### src/rtl/rsrp_pkg.sv
// Shared types, character codes, result kinds and byte-parsing functions of the reply parser.
package rsrp_pkg;

  localparam int VALUE_BITS = 16;
  localparam int OUT_MAX = 65535;

  localparam logic [7:0] CH_CR = 8'h0d;
  localparam logic [7:0] CH_LF = 8'h0a;
  localparam logic [7:0] CH_EQ = 8'h3d;
  localparam logic [7:0] CH_HASH = 8'h23;
  localparam logic [7:0] CH_ZERO = 8'h30;
  localparam logic [7:0] CH_NINE = 8'h39;
  localparam logic [7:0] CH_UD = 8'h44;
  localparam logic [7:0] CH_UT = 8'h54;
  localparam logic [7:0] CH_UM = 8'h4d;
  localparam logic [7:0] CH_US = 8'h53;
  localparam logic [7:0] CH_UL = 8'h4c;
  localparam logic [7:0] CH_UI = 8'h49;
  localparam logic [7:0] CH_LA = 8'h61;
  localparam logic [7:0] CH_LF_F = 8'h66;
  localparam logic [7:0] CH_LI = 8'h69;
  localparam logic [7:0] CH_LK = 8'h6b;
  localparam logic [7:0] CH_LL = 8'h6c;
  localparam logic [7:0] CH_LO = 8'h6f;

  localparam logic [3:0] KIND_DISTANCE = 4'd0;
  localparam logic [3:0] KIND_OK = 4'd1;
  localparam logic [3:0] KIND_FAIL = 4'd2;
  localparam logic [3:0] KIND_OFFSET = 4'd3;
  localparam logic [3:0] KIND_INTERVAL = 4'd4;
  localparam logic [3:0] KIND_MAX_RANGE = 4'd5;
  localparam logic [3:0] KIND_FILTER = 4'd6;
  localparam logic [3:0] KIND_MODE = 4'd7;
  localparam logic [3:0] KIND_ADDRESS = 4'd8;
  localparam logic [3:0] KIND_UNKNOWN = 4'd9;
  localparam logic [3:0] KIND_MALFORMED = 4'd10;

  localparam logic [VALUE_BITS-1:0] ACC_MAX = '1;

  typedef struct packed {
    logic [2:0] pos;
    logic [7:0] c0;
    logic [7:0] c1;
    logic [7:0] c2;
    logic [7:0] c3;
    logic [VALUE_BITS-1:0] acc;
    logic digit_seen;
    logic equal_seen;
    logic hash_seen;
    logic lead_done;
  } line_t;

  typedef struct packed {
    logic emit;
    logic [3:0] kind;
    logic [15:0] value;
    logic upd_distance;
    logic upd_offset;
    logic upd_interval;
    logic upd_max_range;
    logic upd_filter;
    logic upd_mode;
    logic upd_address;
    logic acc_nonzero;
  } cls_t;

  function automatic logic is_digit(logic [7:0] c);
    return (c >= CH_ZERO) && (c <= CH_NINE);
  endfunction

  function automatic logic [VALUE_BITS-1:0] acc_add(logic [VALUE_BITS-1:0] acc,
                                                    logic [7:0] c);
    logic [VALUE_BITS+3:0] v;
    v = {4'b0, acc} * (VALUE_BITS+4)'(10) + (VALUE_BITS+4)'(c[3:0]);
    return (v > (VALUE_BITS+4)'(ACC_MAX)) ? ACC_MAX : v[VALUE_BITS-1:0];
  endfunction

  function automatic line_t take_byte(line_t s, logic [7:0] c);
    line_t n;
    n = s;
    case (s.pos)
      3'd0: n.c0 = c;
      3'd1: n.c1 = c;
      3'd2: n.c2 = c;
      3'd3: n.c3 = c;
      default: ;
    endcase
    if (s.pos == 3'd0 && is_digit(c)) begin
      n.acc = VALUE_BITS'(c[3:0]);
      n.digit_seen = 1'b1;
    end else if (s.pos != 3'd0 && is_digit(s.c0)) begin
      if (!s.lead_done) begin
        if (is_digit(c)) begin
          n.acc = acc_add(s.acc, c);
        end else begin
          n.lead_done = 1'b1;
        end
      end
    end else if (!s.hash_seen) begin
      if (c == CH_HASH) begin
        n.hash_seen = 1'b1;
      end else if (s.equal_seen && is_digit(c)) begin
        n.acc = acc_add(s.acc, c);
        n.digit_seen = 1'b1;
      end else if (c == CH_EQ) begin
        n.equal_seen = 1'b1;
      end
    end
    if (s.pos != 3'd7) begin
      n.pos = s.pos + 3'd1;
    end
    return n;
  endfunction

endpackage

### src/rtl/rsrp_line.sv
// Line state registers: absorbs received bytes and detects the CR LF line end.
module rsrp_line
  import rsrp_pkg::*;
(
  input  logic       clk,
  input  logic       rst,
  input  logic       advance,
  input  logic [7:0] rx_byte,
  output line_t      line,
  output logic       line_end
);

  line_t line_next;
  logic prev_cr;
  logic prev_cr_next;
  line_t after_cr;

  assign line_end = prev_cr && (rx_byte == CH_LF);

  always_comb begin
    after_cr = prev_cr ? take_byte(line, CH_CR) : line;
    line_next = line;
    prev_cr_next = prev_cr;
    if (line_end) begin
      line_next = '0;
      prev_cr_next = 1'b0;
    end else if (rx_byte == CH_CR) begin
      line_next = after_cr;
      prev_cr_next = 1'b1;
    end else begin
      line_next = take_byte(after_cr, rx_byte);
      prev_cr_next = 1'b0;
    end
  end

  always_ff @(posedge clk) begin
    if (rst) begin
      line <= '0;
      prev_cr <= 1'b0;
    end else if (advance) begin
      line <= line_next;
      prev_cr <= prev_cr_next;
    end
  end

endmodule

### src/rtl/rsrp_classify.sv
// Classifies a finished line into a result kind, a value and reading updates.
module rsrp_classify
  import rsrp_pkg::*;
(
  input  line_t line,
  output cls_t  cls
);

  logic [15:0] v16;
  logic known_key;

  always_comb begin
    v16 = (line.acc > VALUE_BITS'(OUT_MAX)) ? 16'hffff : 16'(line.acc);
    known_key = (line.c0 == CH_UD) || (line.c0 == CH_UT) || (line.c0 == CH_UM) ||
                (line.c0 == CH_US) || (line.c0 == CH_UL) || (line.c0 == CH_UI);
    cls = '0;
    cls.acc_nonzero = (line.acc != '0);
    if (line.pos == 3'd0) begin
      cls.emit = 1'b0;
    end else if (is_digit(line.c0)) begin
      cls.emit = 1'b1;
      cls.kind = KIND_DISTANCE;
      cls.value = v16;
      cls.upd_distance = 1'b1;
    end else if (line.c0 == CH_LO && line.c1 == CH_LK) begin
      cls.emit = 1'b1;
      cls.kind = KIND_OK;
    end else if (line.c0 == CH_LF_F && line.c1 == CH_LA &&
                 line.c2 == CH_LI && line.c3 == CH_LL) begin
      cls.emit = 1'b1;
      cls.kind = KIND_FAIL;
    end else if (!line.equal_seen) begin
      cls.emit = 1'b0;
    end else if (!known_key) begin
      cls.emit = 1'b1;
      cls.kind = KIND_UNKNOWN;
    end else if (!line.digit_seen) begin
      cls.emit = 1'b1;
      cls.kind = KIND_MALFORMED;
    end else begin
      cls.emit = 1'b1;
      cls.value = v16;
      case (line.c0)
        CH_UD: begin
          cls.kind = KIND_OFFSET;
          cls.upd_offset = 1'b1;
        end
        CH_UT: begin
          cls.kind = KIND_INTERVAL;
          cls.upd_interval = 1'b1;
        end
        CH_UM: begin
          if (line.c1 == CH_LA) begin
            cls.kind = KIND_MAX_RANGE;
            cls.upd_max_range = 1'b1;
          end else begin
            cls.kind = KIND_FILTER;
            cls.upd_filter = 1'b1;
          end
        end
        CH_US: begin
          cls.kind = KIND_MODE;
          cls.upd_mode = 1'b1;
        end
        CH_UL: begin
          cls.kind = KIND_DISTANCE;
          cls.upd_distance = 1'b1;
        end
        default: begin
          cls.kind = KIND_ADDRESS;
          cls.upd_address = 1'b1;
        end
      endcase
    end
  end

endmodule

### src/rtl/range_sensor_reply_parser.sv
// Top level of the range sensor reply parser: input register, line logic, result register.
// The LF that ends a line passes the input register before its result enters the result
// register. Throughput: one byte per cycle unless an emitting line end meets a waiting
// result; the input register takes a byte while a result waits unless it holds such an end.
// The path from input register to result register is one pass of the line update logic.
// Reset clears the line state, the stored readings and both valid flags.
module range_sensor_reply_parser
  import rsrp_pkg::*;
(
  input  logic        clk,
  input  logic        rst,
  input  logic        s_tvalid,
  output logic        s_tready,
  input  logic [7:0]  s_tdata,   // [7:0] rx_byte
  output logic        m_tvalid,
  input  logic        m_tready,
  output logic [23:0] m_tdata    // [3:0] line_kind, [19:4] line_value, [23:20] zero
);

  logic in_valid;
  logic [7:0] in_byte;
  line_t line;
  logic line_end;
  cls_t cls;
  logic emit;
  logic advance;
  logic [3:0] out_kind;
  logic [15:0] out_value;

  logic [15:0] last_distance;
  logic [15:0] last_offset;
  logic [15:0] last_interval;
  logic [15:0] last_max_range;
  logic filter_enabled;
  logic receive_mode;
  logic [7:0] device_address;

  rsrp_line u_line (
    .clk      (clk),
    .rst      (rst),
    .advance  (advance),
    .rx_byte  (in_byte),
    .line     (line),
    .line_end (line_end)
  );

  rsrp_classify u_classify (
    .line (line),
    .cls  (cls)
  );

  assign emit = line_end && cls.emit;
  assign advance = in_valid && (!emit || !m_tvalid || m_tready);
  assign s_tready = !in_valid || advance;
  assign m_tdata = {4'b0, out_value, out_kind};

  always_ff @(posedge clk) begin
    if (rst) begin
      in_valid <= 1'b0;
    end else if (s_tready) begin
      in_valid <= s_tvalid;
    end
  end

  always_ff @(posedge clk) begin
    if (s_tvalid && s_tready) begin
      in_byte <= s_tdata;
    end
  end

  always_ff @(posedge clk) begin
    if (rst) begin
      m_tvalid <= 1'b0;
    end else if (advance && emit) begin
      m_tvalid <= 1'b1;
    end else if (m_tready) begin
      m_tvalid <= 1'b0;
    end
  end

  always_ff @(posedge clk) begin
    if (advance && emit) begin
      out_kind <= cls.kind;
      out_value <= cls.value;
    end
  end

  always_ff @(posedge clk) begin
    if (rst) begin
      last_distance <= '0;
      last_offset <= '0;
      last_interval <= '0;
      last_max_range <= '0;
      filter_enabled <= 1'b0;
      receive_mode <= 1'b0;
      device_address <= '0;
    end else if (advance && line_end) begin
      if (cls.upd_distance) last_distance <= cls.value;
      if (cls.upd_offset) last_offset <= cls.value;
      if (cls.upd_interval) last_interval <= cls.value;
      if (cls.upd_max_range) last_max_range <= cls.value;
      if (cls.upd_filter) filter_enabled <= cls.acc_nonzero;
      if (cls.upd_mode) receive_mode <= cls.acc_nonzero;
      if (cls.upd_address) device_address <= line.acc[7:0];
    end
  end

endmodule

### config.mk
export PLATFORM = sky130hd
export DESIGN_NAME = range_sensor_reply_parser
export DESIGN_NICKNAME = d
export VERILOG_FILES = /design/src/rtl/rsrp_pkg.sv /design/src/rtl/rsrp_line.sv /design/src/rtl/rsrp_classify.sv /design/src/rtl/range_sensor_reply_parser.sv
export SDC_FILE = /design/constraint.sdc
export NUM_CORES = 1
export LEC_CHECK = 0
export BUFFER_PORTS_ARGS = -buffer_cell sky130_fd_sc_hd__buf_2
export CORE_MARGIN = 3
export CORE_UTILIZATION = 55
export CTS_BUF_LIST = sky130_fd_sc_hd__clkbuf_16
export DETAILED_ROUTE_END_ITERATION = 8
export PLACE_DENSITY = 0.77
export SLEW_MARGIN = 20
export SYNTH_ARGS = -nofsm -noshare
export SYNTH_HDL_FRONTEND = slang
export SYNTH_SLANG_ARGS = --single-unit
### constraint.sdc
create_clock -name clk -period 11.4 [get_ports clk]
set_input_delay 2.28 -clock clk [delete_from_list [all_inputs] [get_ports clk]]
set_output_delay 2.28 -clock clk [all_outputs]
set_load 0.1 [all_outputs]
==> results.py <==
metrics = {
    "status": {
        "status": "finished, final reports clean",
    },
    "run": {
        "drv_cap": 0,
    },
    "clocking": {
        "htree_levels": 3,
        "post_cts_buffers": 0,
        "clockRootBuffer": "clkbuf_16",
        "holdBufCountCts": 0,
        "cts_resized": 0,
        "clk_latency_ns": 0.34,
        "clk_pin_slew_ns": 0.07,
        "numCtsBuffers": 9,
        "cts.sink_count": 86,
        "ctsLongestPathBuffers": 2,
        "cts_tree": "built",
    },
    "drt": {
        "ant_nets": 0,
        "avgViaCountPerCell": 6.24,
        "dr.pass1.iters": 5,
        "wl_per_cell_um": 16.7,
        "vias": 4671,
        "drc_errors": 0,
        "drt_iter0_markers": 280,
        "drt_wl_total_um": 12500,
    },
    "synthesis": {
        "synth_warnings": 0,
        "synth_cells": 597,
        "syn_area_per_cell_sq_um": 9.04,
        "async_flop_share_pct": 0,
        "ys_seq_area_share_pct": 37.1,
        "synth_ff_type": "dfxtp_1",
        "syn-cell-area_sq_um": 5390,
        "synth_edf_count": 28,
        "synth_cell_types": 71,
        "ys_ff_latch": 86,
    },
    "grt": {
        "overflow": 0,
        "grt_pass1_vias": 4424,
        "grt_use_total_pct": 22.8,
        "grt_max_degree": 54,
        "grt_pass1_wl_um": 21000,
        "antenna_found_initial": 0,
    },
    "place": {
        "dpl.hpwl_um": 8790,
        "portBuffers": 33,
        "place_congestion": 0.886,
        "pre_cts_slack_ns": 5.66,
    },
    "critical_path": {
        "max_stage_delay_ns": 0.47,
        "critPathRequiredTime_ns": 9.12,
        "endpoint_kind": "primary output",
        "crit_path_max_fanout": 5,
        "cpLargestDelayFamily": "compound AO/OA/AOI/OAI gates",
        "cp_cell_sequence": "buf_2 > nand2b_1 > a311oi_2 > nand2_1 > buf_2",
        "path_buf_inv": 2,
        "startpoint_type": "input pin",
        "cpMaxStageDelayCell": "a311oi_2",
        "path_common_cell": "buf_2",
        "cp.arrival_ns": 3.48,
        "worst-setup-path-type": "in -> out",
    },
    "timing": {
        "worst_pin_slew_ns": 0.845,
        "hold_viol": 0,
        "setup_ws_ns": 5.64,
        "fin_crit_sh_pct": 50.5,
        "rsz0062_at_grt": "no",
        "setup_viol": 0,
        "final_max_slew_viol_count": 0,
        "relSlewSlack_pct": 43.6,
        "fmax_mhz": 174,
        "fin_tns_setup_ns": 0,
        "finalClockSkew_ns": 0.00669,
        "finalCriticalPeriod_ns": 5.76,
    },
    "final_layout": {
        "fill_cells": 809,
        "syn2layout_area_growth_pct": 9.37,
        "final_nets": 668,
        "num_antenna_cells": 0,
        "layout_commonest_cell": "nand2_1",
        "mostFrequentLayoutCells": "61 x nand2_1, 58 x dfxtp_1, 47 x nor2_1",
        "final_layout_size_suffix_gt1_share_pct": 12.6,
    },
    "power_and_ir_drop": {
        "powerDensity_nw_per_um2": 115,
        "vdd_drop_max_v": 0.000104,
        "total_leakage_power_nw": 2.22,
        "total_power_mw": 0.676,
    },
    "min_path": {
        "min_path_type": "reg -> reg",
    },
    "floorplan": {
        "dieArea_sq_um": 11000,
        "num_rows": 35,
        "io_pins": 38,
        "coreArea_sq_um": 9370,
        "die_h_um": 105,
        "die_w_um": 105,
        "initial_utilization_pct": 57.6,
    },
}
cell type report:
| class | instances | area, sq um | area share, % |
|---|---|---|---|
| clock buffers | 9 | 225 | 3.82 |
| clock inverters | 7 | 78.8 | 1.34 |
| inverters | 20 | 75.1 | 1.27 |
| multi-input cells | 463 | 3180 | 53.8 |
| flip-flops and latches | 86 | 2000 | 33.9 |
| well taps | 129 | 161 | 2.74 |
| repair buffers | 35 | 180 | 3.05 |
worst reg2reg max path, delay by kind of cell, from the launching register on:
family | cells | cell delay, ns
adder cells (fa/ha/maj) | 3 | 0.94
flip-flops | 1 | 0.45
multiplexers | 1 | 0.65
AO/OA/AOI/OAI | 3 | 0.90
AND/OR/NAND/NOR | 2 | 0.74
XOR/XNOR | 1 | 0.25
final timing paths:
| check | startpoint | to | slack [ns] | cells past startpoint |
|---|---|---|---|---|
| hold / removal | u_line.line[29] | u_line.line[29] | 0.49 | 2 |
| setup / recovery | m_tready | s_tready | 5.64 | 5 |
| setup reg to reg | u_line.line[5] | u_line.line[18] | 7.32 | 10 |
| hold reg to reg | u_line.line[29] | u_line.line[29] | 0.49 | 2 |
layer usage:
layer,vias to the layer above,global-route usage (%),routed length (um)
met2,158,36.0,5690
met4,0,6.09,181
li1,2256,-,-
met5,-,0,0
met1,2238,31.8,5870
met3,19,4.51,731
Yosys cell counts, types with 13 or more instances:
library cell / instances / area, sq um
a211oi_1: 14 / 105
a21oi_1: 45 / 225
a22oi_1: 23 / 173
and2_1: 21 / 131
clkbuf_1: 19 / 71.3
dfxtp_1: 58 / 1160
edfxtp_1: 28 / 841
ha_1: 39 / 488
inv_1: 20 / 75.1
nand2_1: 61 / 229
nand3_1: 18 / 90.1
nor2_1: 47 / 176
o21ai_0: 30 / 150
xnor2_1: 13 / 114
power by group:
group	switching, mW	total, mW	internal [mW]
sequential	0.0117	0.332	0.321
clock	0.127	0.300	0.173
combinational	0.0297	0.0432	0.0135
flip-flops by register name (all words and copies together), names as in the netlist:
register        cells
u_line.line        55
out_value          16
in_byte             8
out_kind            4
in_valid            1
m_tvalid            1
u_line.prev_cr      1
kinds of logic (layout without fill, tap and decap cells):
kind of cell	Yosys count	count (layout)	share of synthesized area, %
flops	86	86	37.1
xor+xnor	18	18	2.92
other cells	1	4	0.0695
simple gates	219	219	21.5
compound gates	178	178	23.5
mux	3	3	0.649
fa+ha+maj	41	41	9.79
buf+inv	51	71	4.41
stage by stage:
step           util (%)  area (sq um)  std cells  hold WS, ns
2_1_floorplan         -          5410        600        0.441
3_3_place_gp       59.6          5590        733        0.465
3_5_place_dp       59.6          5590        733        0.478
4_1_cts            62.9          5890        749        0.495
5_1_grt            63.0          5900        749        0.519
6_report           63.0          5900        749        0.492
No activity file was read; power rests on OpenSTA's default activity.
